===== src/rtl/core/modular_exponentiation_64_assert.svh =====
// ----------------------------------------------------------------------------
// modular exponentiation assertion macros
// shared property templates, clocked on clk_i and disabled while rst_ni is low
// ----------------------------------------------------------------------------
`ifndef MODULAR_EXPONENTIATION_64_ASSERT_SVH
`define MODULAR_EXPONENTIATION_64_ASSERT_SVH

// same-cycle implication
`define MEXP_ASSERT_NOW(label, ante, cons) \
  label: assert property (@(posedge clk_i) disable iff (!rst_ni) (ante) |-> (cons)) \
    else $error("mexp assertion failed");

// next-cycle implication
`define MEXP_ASSERT_NEXT(label, ante, cons) \
  label: assert property (@(posedge clk_i) disable iff (!rst_ni) (ante) |=> (cons)) \
    else $error("mexp assertion failed");

`endif


===== src/rtl/core/mexp_pkg.sv =====
// ----------------------------------------------------------------------------
// mexp_pkg
// shared types for the modular exponentiation controller and datapath
// ----------------------------------------------------------------------------
package mexp_pkg;

  // width of every item field on the ports
  localparam int FIELD_BITS = 64;

  // controller states, one-hot
  typedef enum logic [9:0] {
    ST_IDLE    = 10'b00_0000_0001,
    ST_CHECK   = 10'b00_0000_0010,
    ST_REDUCE  = 10'b00_0000_0100,
    ST_RED_END = 10'b00_0000_1000,
    ST_EXP     = 10'b00_0001_0000,
    ST_MUL_ACC = 10'b00_0010_0000,
    ST_ACC_WB  = 10'b00_0100_0000,
    ST_MUL_SQR = 10'b00_1000_0000,
    ST_SQR_WB  = 10'b01_0000_0000,
    ST_DONE    = 10'b10_0000_0000
  } state_e;

  // commands from controller to datapath
  typedef struct packed {
    logic load;        // capture operands, acc = 1
    logic red_step;    // one bit of base mod modulus
    logic red_done;    // base = remainder
    logic mul_start;   // set up the bit-serial multiplier
    logic mul_sel_acc; // multiply acc by base, else base by base
    logic mul_step;    // one add-double step
    logic acc_write;   // acc = product
    logic b_write;     // base = product, shift exponent
    logic finish;      // latch the result
  } cmd_t;

  // status from datapath to controller
  typedef struct packed {
    logic m_le1;    // modulus is 0 or 1
    logic e_zero;   // no exponent bits left
    logic e_lsb;    // current exponent bit
    logic cnt_last; // step counter at its last step
  } sts_t;

endpackage


===== src/rtl/core/mexp_dp.sv =====
// ----------------------------------------------------------------------------
// mexp_dp
// datapath: operand registers, serial remainder unit for the base reduction
// and a shared bit-serial modular multiplier (add-double per cycle)
// ----------------------------------------------------------------------------
module mexp_dp import mexp_pkg::*; #(
  parameter int WORD_BITS = 64
) (
  input  logic                  clk_i,
  input  logic [FIELD_BITS-1:0] base_value_i,
  input  logic [FIELD_BITS-1:0] exponent_value_i,
  input  logic [FIELD_BITS-1:0] modulus_value_i,
  input  cmd_t                  cmd_i,
  output sts_t                  sts_o,
  output logic [FIELD_BITS-1:0] power_result_o
);

  localparam int CW = $clog2(WORD_BITS);

  logic [WORD_BITS-1:0] m_q, b_q, e_q, acc_q, rem_q;
  logic [WORD_BITS-1:0] ma_q, mb_q, mp_q, result_q;
  logic [CW-1:0]        cnt_q;

  logic [WORD_BITS:0]   rem_shift, rem_sub;
  logic [WORD_BITS-1:0] rem_d, mp_add, ma_dbl;

  // (a + b) mod m for a, b < m
  function automatic logic [WORD_BITS-1:0] mod_add(
    input logic [WORD_BITS-1:0] a,
    input logic [WORD_BITS-1:0] b,
    input logic [WORD_BITS-1:0] m
  );
    logic [WORD_BITS:0] s;
    s = {1'b0, a} + {1'b0, b};
    if (s >= {1'b0, m}) begin
      s = s - {1'b0, m};
    end
    return s[WORD_BITS-1:0];
  endfunction

  // restoring remainder step, base msb first
  always_comb begin
    rem_shift = {rem_q, b_q[WORD_BITS-1]};
    rem_sub   = rem_shift - {1'b0, m_q};
    rem_d     = (rem_shift >= {1'b0, m_q}) ? rem_sub[WORD_BITS-1:0]
                                           : rem_shift[WORD_BITS-1:0];
  end

  // multiplier add and double
  assign mp_add = mod_add(mp_q, ma_q, m_q);
  assign ma_dbl = mod_add(ma_q, ma_q, m_q);

  // operand and working registers
  always_ff @(posedge clk_i) begin
    if (cmd_i.load) begin
      m_q   <= modulus_value_i[WORD_BITS-1:0];
      b_q   <= base_value_i[WORD_BITS-1:0];
      e_q   <= exponent_value_i[WORD_BITS-1:0];
      acc_q <= WORD_BITS'(1);
      rem_q <= '0;
      cnt_q <= '0;
    end
    if (cmd_i.red_step) begin
      rem_q <= rem_d;
      b_q   <= {b_q[WORD_BITS-2:0], 1'b0};
      cnt_q <= cnt_q + 1'b1;
    end
    if (cmd_i.red_done) begin
      b_q <= rem_q;
    end
    if (cmd_i.mul_start) begin
      ma_q  <= b_q;
      mb_q  <= cmd_i.mul_sel_acc ? acc_q : b_q;
      mp_q  <= '0;
      cnt_q <= '0;
    end
    if (cmd_i.mul_step) begin
      if (mb_q[0]) begin
        mp_q <= mp_add;
      end
      ma_q  <= ma_dbl;
      mb_q  <= mb_q >> 1;
      cnt_q <= cnt_q + 1'b1;
    end
    if (cmd_i.acc_write) begin
      acc_q <= mp_q;
    end
    if (cmd_i.b_write) begin
      b_q <= mp_q;
      e_q <= e_q >> 1;
    end
    if (cmd_i.finish) begin
      result_q <= sts_o.m_le1 ? '0 : acc_q;
    end
  end

  // status back to the controller
  always_comb begin
    sts_o.m_le1    = (m_q[WORD_BITS-1:1] == '0);
    sts_o.e_zero   = (e_q == '0);
    sts_o.e_lsb    = e_q[0];
    sts_o.cnt_last = (cnt_q == CW'(WORD_BITS - 1));
  end

  assign power_result_o = FIELD_BITS'(result_q);

endmodule


===== src/rtl/core/mexp_ctrl.sv =====
// ----------------------------------------------------------------------------
// mexp_ctrl
// controller: sequences reduction, exponent scan and the multiplier passes
// ----------------------------------------------------------------------------
module mexp_ctrl import mexp_pkg::*; (
  input  logic clk_i,
  input  logic rst_ni,
  input  logic start,
  input  sts_t sts_i,
  output cmd_t cmd_o,
  output logic busy,
  output logic done_o
);

  state_e state_q, state_d;

  // next state and commands
  always_comb begin
    state_d = state_q;
    cmd_o   = '0;
    unique case (state_q)
      ST_IDLE: begin
        if (start) begin
          cmd_o.load = 1'b1;
          state_d    = ST_CHECK;
        end
      end
      ST_CHECK: begin
        if (sts_i.m_le1) begin
          cmd_o.finish = 1'b1;
          state_d      = ST_DONE;
        end else begin
          state_d = ST_REDUCE;
        end
      end
      ST_REDUCE: begin
        cmd_o.red_step = 1'b1;
        if (sts_i.cnt_last) begin
          state_d = ST_RED_END;
        end
      end
      ST_RED_END: begin
        cmd_o.red_done = 1'b1;
        state_d        = ST_EXP;
      end
      ST_EXP: begin
        if (sts_i.e_zero) begin
          cmd_o.finish = 1'b1;
          state_d      = ST_DONE;
        end else begin
          cmd_o.mul_start   = 1'b1;
          cmd_o.mul_sel_acc = sts_i.e_lsb;
          state_d           = sts_i.e_lsb ? ST_MUL_ACC : ST_MUL_SQR;
        end
      end
      ST_MUL_ACC: begin
        cmd_o.mul_step = 1'b1;
        if (sts_i.cnt_last) begin
          state_d = ST_ACC_WB;
        end
      end
      ST_ACC_WB: begin
        cmd_o.acc_write = 1'b1;
        cmd_o.mul_start = 1'b1;
        state_d         = ST_MUL_SQR;
      end
      ST_MUL_SQR: begin
        cmd_o.mul_step = 1'b1;
        if (sts_i.cnt_last) begin
          state_d = ST_SQR_WB;
        end
      end
      ST_SQR_WB: begin
        cmd_o.b_write = 1'b1;
        state_d       = ST_EXP;
      end
      ST_DONE: begin
        state_d = ST_IDLE;
      end
      default: begin
        state_d = ST_IDLE;
      end
    endcase
  end

  // state register
  always_ff @(posedge clk_i or negedge rst_ni) begin
    if (!rst_ni) begin
      state_q <= ST_IDLE;
    end else begin
      state_q <= state_d;
    end
  end

  assign busy   = (state_q != ST_IDLE);
  assign done_o = (state_q == ST_DONE);

endmodule


===== src/rtl/core/modular_exponentiation_64.sv =====
// ----------------------------------------------------------------------------
// modular_exponentiation_64
// base^exponent mod modulus by right-to-left square-and-multiply
// ----------------------------------------------------------------------------
// channel  direction  handshake             payload
// command  in         start high, busy low  base_value_i, exponent_value_i,
//                                           modulus_value_i
// result   out        done_o, one cycle     power_result_o
//
// one item at a time; busy stays high from accept until the done_o cycle
// after accept the controller enters check; for modulus 0 or 1 it goes from there
// straight to done, with no reduction and no exponent scan
// otherwise the base is reduced mod modulus, then the exponent is scanned lsb first:
// a set bit runs a multiply of acc by base, and every bit runs a squaring of base
// the single bit-serial multiplier does one add-double a cycle
// reset clears only the controller; the receiver cannot stall done_o
// ----------------------------------------------------------------------------
`include "modular_exponentiation_64_assert.svh"

module modular_exponentiation_64 import mexp_pkg::*; #(
  parameter int WORD_BITS = 64
) (
  input  logic                  clk_i,
  input  logic                  rst_ni,
  input  logic                  start,
  output logic                  busy,
  input  logic [FIELD_BITS-1:0] base_value_i,
  input  logic [FIELD_BITS-1:0] exponent_value_i,
  input  logic [FIELD_BITS-1:0] modulus_value_i,
  output logic                  done_o,
  output logic [FIELD_BITS-1:0] power_result_o
);

  cmd_t cmd;
  sts_t sts;

  // sequencer
  mexp_ctrl u_ctrl (
    .clk_i  (clk_i),
    .rst_ni (rst_ni),
    .start  (start),
    .sts_i  (sts),
    .cmd_o  (cmd),
    .busy   (busy),
    .done_o (done_o)
  );

  // arithmetic
  mexp_dp #(
    .WORD_BITS (WORD_BITS)
  ) u_dp (
    .clk_i            (clk_i),
    .base_value_i     (base_value_i),
    .exponent_value_i (exponent_value_i),
    .modulus_value_i  (modulus_value_i),
    .cmd_i            (cmd),
    .sts_o            (sts),
    .power_result_o   (power_result_o)
  );

  // checks
  `MEXP_ASSERT_NEXT(a_accept_busy, start && !busy, busy && !done_o)
  `MEXP_ASSERT_NOW(a_done_in_flight, done_o, busy && !cmd.load)
  `MEXP_ASSERT_NEXT(a_done_pulse, done_o, !done_o && !busy)
  `MEXP_ASSERT_NEXT(a_small_mod,
    start && !busy && (modulus_value_i[WORD_BITS-1:0] < 2),
    ##1 (done_o && (power_result_o == '0)))

endmodule

===== config.mk =====
export PLATFORM = sky130hd
export DESIGN_NAME = modular_exponentiation_64
export DESIGN_NICKNAME = d
export VERILOG_FILES = /design/src/rtl/core/mexp_pkg.sv /design/src/rtl/core/mexp_dp.sv /design/src/rtl/core/mexp_ctrl.sv /design/src/rtl/core/modular_exponentiation_64.sv
export VERILOG_INCLUDE_DIRS = /design/src /design/src/rtl/core
export SDC_FILE = /design/constraint.sdc
export NUM_CORES = 2
export LEC_CHECK = 0
export BUFFER_PORTS_ARGS = -buffer_cell sky130_fd_sc_hd__buf_4
export CORE_MARGIN = 3
export CORE_UTILIZATION = 25
export DETAILED_ROUTE_END_ITERATION = 16
export GPL_TIMING_DRIVEN = 0
export PLACE_DENSITY = 0.46
export SETUP_SLACK_MARGIN = 0.1
export SLEW_MARGIN = 20
export SYNTH_ARGS = -nofsm -noshare
export SYNTH_HDL_FRONTEND = slang
export SYNTH_SLANG_ARGS = --single-unit

===== constraint.sdc =====
create_clock -name clk_i -period 7.3 [get_ports clk_i]
set_input_delay 0.73 -clock clk_i [delete_from_list [all_inputs] [get_ports clk_i]]
set_output_delay 0.73 -clock clk_i [all_outputs]
set_load 0.03 [all_outputs]

Word-level counts from Yosys, hierarchy flattened
Cells that the tools add are included.
W data, S select, Z words.
- register bits after elaboration: 592
- word-level logic and storage cells: 95
- output and inout bits: 66
- add/subtract/negate cells: 6
- order comparisons: 3
- reduce and logical (&&, ||, !) cells: 11
- eq/ne operators: 16
- muxes and demuxes: 46
- operators by type and width (operator ; count):
    $mux W64 ; 17
    $mux W63 ; 4
    $ge A65 B64 Y1 ; 3
    $sub A64 B64 Y64 ; 3
    $add A64 B64 Y65 ; 2
    $pmux W10 S8 ; 1
    $logic_not A64 Y1 ; 1
    $logic_not A63 Y1 ; 1
    $mux W10 ; 6
    $mux W6 ; 4
    $eq A10 B1 Y1 const B ; 1
    $eq A10 B10 Y1 const B ; 1
    $eq A10 B2 Y1 const B ; 1
    $eq A10 B3 Y1 const B ; 1
    $eq A10 B4 Y1 const B ; 1
    $eq A10 B5 Y1 const B ; 1
    $eq A10 B6 Y1 const B ; 1
    $eq A10 B7 Y1 const B ; 1
    $eq A10 B8 Y1 const B ; 1
    $eq A10 B9 Y1 const B ; 1
    $mux W1 ; 10
    $ne A10 B1 Y1 const B ; 1
    $mux W8 ; 1
    $ne A2 B2 Y1 const B ; 4
    8 further kinds ; 14

Logic depth before layout (Yosys ltp)
- word-level depth: 6
- gate-level depth with buffers: 26
- depth with buffers taken out: 23

Hierarchy
From an unflattened synthesis, not the netlist that was laid out.
- cells, all modules: 4477
- area, all modules: 41956.5 µm²
- by module, submodules not included (module ; area each (µm²) ; cells an instance ; seq. area each (µm²) ; times used):
    mexp_dp ; 41247.1 ; 4400 ; 16816.1 ; 1
    mexp_ctrl ; 709.4 ; 77 ; 251.5 ; 1

Least setup slack after synthesis
OpenSTA, ideal clock, no wires.
- kind: register -> register
- start point: register u_dp.ma_q[0]
- end point: register u_dp.mp_q[63]
- slack: 1.958 ns
- buffers on the path: 2
- arrival time: 5.210 ns
- cell stages (with the launch flop): 23
- setup time: 0.132 ns
- cell sequence: edfxtp_1 > ha_1 > fa_1 > a211oi_1 > o211ai_1 > a21oi_1 > o221ai_1 > a221o_1 > a221oi_1 > o21ai_0 > xor2_1 > ha_1 > clkbuf_1 > a21o_1 > a21o_1 > a21oi_1 > o221ai_1 > a221oi_1 > o221ai_1 > a211o_1 > nand2_1 > clkbuf_1 > o211ai_1
- word-level cells in the longest chain between the ends: 5
- RTL lines (what ; line ; text):
    from (decl) ; mexp_dp.sv:21 ; logic [WORD_BITS-1:0] ma_q, mb_q, mp_q, result_q;
    from (signal assigned) ; mexp_dp.sv:72 ; ma_q <= b_q;
    from (signal assigned) ; mexp_dp.sv:81 ; ma_q <= ma_dbl;
    $add A64 B64 Y65 * ; mexp_dp.sv:34 ; s = {1'b0, a} + {1'b0, b};
    $sub A64 B64 Y64 or $ge A65 B64 Y1 (tied branches) ; mexp_dp.sv:36, mexp_dp.sv:35 ;
    $mux W64 * ; mexp_dp.sv:35 ; if (s >= {1'b0, m}) begin
    $mux W64 * ; mexp_dp.sv:78 ; if (mb_q[0]) begin
    $mux W64 * ; mexp_dp.sv:77 ; if (cmd_i.mul_step) begin
    to (signal assigned) ; mexp_dp.sv:79 ; mp_q <= mp_add;
    to (decl) ; mexp_dp.sv:21 ;
Every way passes the cells marked *; elsewhere a longest branch is shown, timed or not.
A chain may end at the register's enable or synchronous reset.

Worst setup path in the final report
- start point: register u_dp.ma_q[17]
- end point: register u_dp.mp_q[43]
The elaborated chain is that of the path after synthesis.

==> flow_results.xml <==
<?xml version="1.0" encoding="UTF-8"?>
<metrics>
  <group name="synth">
    <metric name="async_set_or_reset_flop_fraction_in_the_synthesized_netlist" unit="%">1.69</metric>
    <metric name="synth-adder-area-share" unit="%">7.94</metric>
    <metric name="dominant_combinational_cell_family_by_area_after_synthesis" unit="">simple AND/OR/NAND/NOR gates</metric>
    <metric name="synth_seq_cells" unit="">592</metric>
    <metric name="synth_edf_count" unit="">516</metric>
    <metric name="yosysWarnings" unit="">0</metric>
    <metric name="synth.avg_cell_area" unit="sq um">8.86</metric>
    <metric name="yosys_most_used_dff" unit="">edfxtp_1</metric>
    <metric name="post_synth_instance_area" unit="sq um">41500</metric>
    <metric name="netlist-cell-type-count" unit="">93</metric>
    <metric name="yosysSeqAreaShare" unit="%">41.1</metric>
    <metric name="synth-simple-area-share" unit="%">19.4</metric>
    <metric name="synth-compound-area-share" unit="%">19.3</metric>
    <metric name="post_syn_instances" unit="">4685</metric>
    <metric name="post_synth_xor_area_fraction" unit="%">4.96</metric>
    <metric name="muxShareOfSynthArea" unit="%">3.46</metric>
    <metric name="postSynthNetCount" unit="">5141</metric>
  </group>
  <group name="power_and_ir_drop">
    <metric name="power_density" unit="nW/um^2">322</metric>
    <metric name="internal-power" unit="uW">9040</metric>
    <metric name="seqPwrFrac" unit="%">32.2</metric>
    <metric name="pwr-share-clk" unit="%">23.7</metric>
    <metric name="switching_share" unit="%">43.1</metric>
    <metric name="power_switching" unit="uW">6830</metric>
    <metric name="p_comb_share" unit="%">44.1</metric>
    <metric name="power.ir.vdd_worst" unit="V">0.000191</metric>
    <metric name="static-leakage-power" unit="uW">0.0193</metric>
  </group>
  <group name="floorplanning">
    <metric name="top_level_ports" unit="">261</metric>
    <metric name="dieWidth" unit="um">414</metric>
    <metric name="die_area" unit="sq um">171000</metric>
    <metric name="initial_utilization" unit="%">25.3</metric>
    <metric name="die_height" unit="um">414</metric>
    <metric name="core-area" unit="sq um">164000</metric>
    <metric name="num_rows" unit="">148</metric>
  </group>
  <group name="timing">
    <metric name="maxSlewHeadroom" unit="%">21.2</metric>
    <metric name="tightest_slew" unit="ns">1.18</metric>
    <metric name="timing.clock.skew" unit="ns">0.0534</metric>
    <metric name="post-route-min-period" unit="ns">6.97</metric>
    <metric name="slew_violations" unit="">0</metric>
    <metric name="layout_worst_path_cycle_share" unit="%">95.4</metric>
    <metric name="post_route_setup_tns" unit="ns">0</metric>
    <metric name="final_layout_worst_hold_slack" unit="ns">0.169</metric>
    <metric name="setup-violations-final" unit="">0</metric>
    <metric name="max_freq" unit="MHz">144</metric>
    <metric name="setup_repair_after_global_routing_missed_its_margin" unit="">no</metric>
    <metric name="hold_viol" unit="">0</metric>
  </group>
  <group name="cts">
    <metric name="clk_path_buf_depth" unit="">3</metric>
    <metric name="cts.clk_slew.worst_paths" unit="ns">0.07</metric>
    <metric name="cts_tree" unit="">done</metric>
    <metric name="cts.sinks" unit="">592</metric>
    <metric name="clockRootBuffer" unit="">clkbuf_16</metric>
    <metric name="cts_made_buffers" unit="">73</metric>
    <metric name="clkLatencyLatePin" unit="ns">0.74</metric>
    <metric name="htree_num_levels" unit="">3</metric>
  </group>
  <group name="drt">
    <metric name="highest_layer" unit="">met5</metric>
    <metric name="detailroute.wirelength.met2" unit="um">80300</metric>
    <metric name="drtIter0Drc" unit="">3595</metric>
    <metric name="met3RoutedLength" unit="um">14100</metric>
    <metric name="route.detailed.drc" unit="">0</metric>
    <metric name="first_pass_detailed_route_iteration_total" unit="">6</metric>
    <metric name="routedWlPerCell" unit="um">25.2</metric>
    <metric name="routed_length_on_met1" unit="um">82700</metric>
    <metric name="route.vias.total" unit="">38000</metric>
    <metric name="postRouteAntennaNets" unit="">0</metric>
    <metric name="viasPerCell" unit="">5.21</metric>
    <metric name="finalWirelength" unit="um">184000</metric>
  </group>
  <group name="finish">
    <metric name="sequential_cell_area" unit="sq um">17100</metric>
    <metric name="fill_cells" unit="">17600</metric>
    <metric name="fin_cells" unit="">7291</metric>
    <metric name="final_area" unit="sq um">49300</metric>
    <metric name="multi_input_area" unit="sq um">23000</metric>
    <metric name="area_growth_syn_to_fin" unit="%">18.8</metric>
    <metric name="design.final.nets" unit="">5503</metric>
    <metric name="postLayoutCoreUtil" unit="%">30.1</metric>
    <metric name="layout-drive-gt1-share" unit="%">10.3</metric>
  </group>
  <group name="job">
    <metric name="cap_violations" unit="">0</metric>
  </group>
  <group name="global_routing">
    <metric name="pin_count_of_the_biggest_net_entering_global_routing" unit="">56</metric>
    <metric name="grt_first_pass_wirelength" unit="um">260000</metric>
    <metric name="first_global_vias" unit="">36800</metric>
    <metric name="grt_remaining_overflow" unit="">0</metric>
    <metric name="grt_antenna_before_repair" unit="">17</metric>
    <metric name="globalRouteTotalUtil" unit="%">20.9</metric>
  </group>
  <group name="worst_setup_path">
    <metric name="crit_buf_inv" unit="">4</metric>
    <metric name="crit_path_max_cell_delay" unit="ns">0.53</metric>
    <metric name="worstPathRequired" unit="ns">7.85</metric>
    <metric name="timing.critical_path.from_type" unit="">register</metric>
    <metric name="worstSetupStartpoint" unit="">u_dp.ma_q[17]</metric>
    <metric name="worst-endpoint-arrival" unit="ns">7.52</metric>
    <metric name="end_kind" unit="">register</metric>
    <metric name="r2r_start" unit="">u_dp.ma_q[17]</metric>
    <metric name="crit_top_cell" unit="">o21ai_0</metric>
    <metric name="crit_family" unit="">compound AO/OA/AOI/OAI gates</metric>
    <metric name="crit_slowest_cell" unit="">o2111ai_1</metric>
    <metric name="ordered_list_of_cells_on_the_worst_path" unit="">ha_1 &gt; a21oi_1 &gt; nand2_1 &gt; o21ai_0 &gt; o211ai_1 &gt; o2111ai_1 &gt; nand2_1 &gt; o21ai_0 &gt; xnor2_1 &gt; ha_1 &gt; clkbuf_1 &gt; nand4_1 &gt; inv_1 &gt; a211oi_1 &gt; o311a_1 &gt; o221ai_1 &gt; a221oi_1 &gt; o221ai_1 &gt; a211o_1 &gt; buf_2 &gt; buf_4 &gt; mux2i_1 &gt; o21ai_0</metric>
    <metric name="worst-setup-path-type" unit="">register to register</metric>
    <metric name="worst-path-max-fanout" unit="">10</metric>
  </group>
  <group name="place">
    <metric name="numPlacedInstances" unit="">7145</metric>
    <metric name="detailed_place_hpwl" unit="um">149000</metric>
    <metric name="detailed_place.area" unit="sq um">46800</metric>
    <metric name="globalplace.congestion" unit="">0.943</metric>
    <metric name="placement.io_buffers" unit="">260</metric>
  </group>
  <group name="min_path">
    <metric name="hold_path.class" unit="">input pin to register</metric>
    <metric name="hold_start" unit="">modulus_value_i[44]</metric>
  </group>
  <group name="run_status">
    <metric name="run_status" unit="">finished, final reports clean</metric>
  </group>
</metrics>
[Yosys cell counts (13+ instances only)]
cell,number,area share (%)
and3_1,25,0.38
or3_1,22,0.33
xnor2_1,140,3.0
mux2i_1,140,3.4
a21oi_1,314,3.8
inv_1,138,1.2
nand4_1,72,1.1
o211ai_1,29,0.52
xor2_1,95,2.0
ha_1,257,7.7
nand2b_1,21,0.32
a22oi_1,13,0.24
nor4_1,50,0.75
o21bai_1,57,1.0
and2_1,82,1.2
dfxtp_1,66,3.2
nand3_1,156,1.9
a21o_1,141,2.5
o21ai_0,411,5.0
nand2_1,842,7.6
nor3_1,49,0.59
buf_2,24,0.29
o31ai_1,14,0.25
and4_1,15,0.32
o21a_1,36,0.65
a211oi_1,35,0.63
o21ai_1,16,0.19
a31oi_1,71,1.1
nor2b_1,95,1.4
edfxtp_1,516,37
clkbuf_1,215,1.9
nor2_1,290,2.6
[layout make-up]
type / instances / share of cell area (%)
Multi-Input combinational cell: 3692 / 46.7
Sequential cell: 592 / 34.6
Tap cell: 2175 / 5.52
Timing Repair Buffer: 287 / 5.02
Clock buffer: 84 / 3.81
Buffer: 263 / 2.29
Inverter: 138 / 1.06
Clock inverter: 49 / 0.989
Antenna cell: 11 / 0.0558
[registers in the layout (all words and copies together) (netlist names)]
name                 flops
u_dp.mp_q               64
u_dp.acc_q              64
u_dp.b_q                64
u_dp.m_q                64
u_dp.power_result_o     64
u_dp.ma_q               64
u_dp.e_q                64
u_dp.rem_q              64
u_ctrl.state_q          10
u_dp.mb_q               64
u_dp.cnt_q               6
[kinds of logic (layout without fill, tap and decap cells)]
kind of cell / Yosys count / in the layout
other: 0 / 11
muxes: 143 / 143
xor gates and xnor gates: 235 / 235
AOI/OAI and AO/OA: 1288 / 1288
adders and majority gates: 261 / 261
and+or+nand+nor: 1765 / 1765
buffers and inverters: 401 / 821
DFF: 592 / 592
[metrics by stage]
stage                     power, uW  setup WS, ns
after floorplan                9590          1.96
after global placement        12000         -5.52
after detailed placement      12000        -0.635
after CTS                     15800         0.133
after global routing          16700         0.102
final                         15900         0.335
[per-layer routing]
metal  GRT usage, %  up-vias
met5              0        -
met4           6.61       12
met3           4.14      262
met2           32.3     1357
met1           29.0    18500
li1               -    17800
[path summary, 6_finish.rpt]
kind / end / slack (ns) / cells past startpoint
worst max-delay path: u_dp.mp_q[43] / 0.33 / 23
worst min-delay path: u_dp.m_q[44] / 0.17 / 1
worst max register to register: u_dp.mp_q[43] / 0.33 / 23
worst min register to register: u_dp.e_q[63] / 0.48 / 2
max in group asynchronous: u_ctrl.state_q[0] / 6.67 / 2
min in group asynchronous: u_ctrl.state_q[8] / 0.41 / 2
[placed cells by master, fill, tap and decap left out, types with 15 or more instances in the layout]
master | synthesis | final
nand2_1 | 842 | 837
edfxtp_1 | 516 | 516
o21ai_0 | 411 | 406
a21oi_1 | 314 | 313
nor2_1 | 290 | 290
buf_4 | 5 | 267
ha_1 | 257 | 257
clkbuf_1 | 215 | 208
nand3_1 | 156 | 156
a21o_1 | 141 | 141
xnor2_1 | 140 | 140
mux2i_1 | 140 | 139
inv_1 | 138 | 137
xor2_1 | 95 | 95
nor2b_1 | 95 | 95
and2_1 | 82 | 82
clkbuf_16 | 0 | 73
nand4_1 | 72 | 72
a31oi_1 | 71 | 71
dfxtp_1 | 66 | 66
o21bai_1 | 57 | 57
nor3_1 | 49 | 49
nor4_1 | 50 | 44
o21a_1 | 36 | 35
a211oi_1 | 35 | 35
o211ai_1 | 29 | 29
buf_2 | 24 | 26
and3_1 | 25 | 25
or3_1 | 22 | 21
nand2b_1 | 21 | 21
o21ai_1 | 16 | 21
clkbuf_2 | 2 | 19
and4_1 | 15 | 15
[what timing repair did]
action / 4_1_cts / 5_1_grt
gates resized for setup: 7 / 21
setup endpoints to repair: 60 / 55
hold endpoints to repair: 10 / 0
gates cloned: 0 / 0
pin swaps: 0 / 2
buffers inserted: 0 / 1
hold buffers: 1 / 0
[power groups by stage]
stage	sequential (uW)	clock [uW]	combinational, uW
global placement	5250	0	6730
finish	5110	3760	7010
global route	5160	3950	7610
detailed placement	5170	0	6860
floorplan	4880	0	4710
CTS	5100	3840	6900
(Power assumes the default switching activity.)
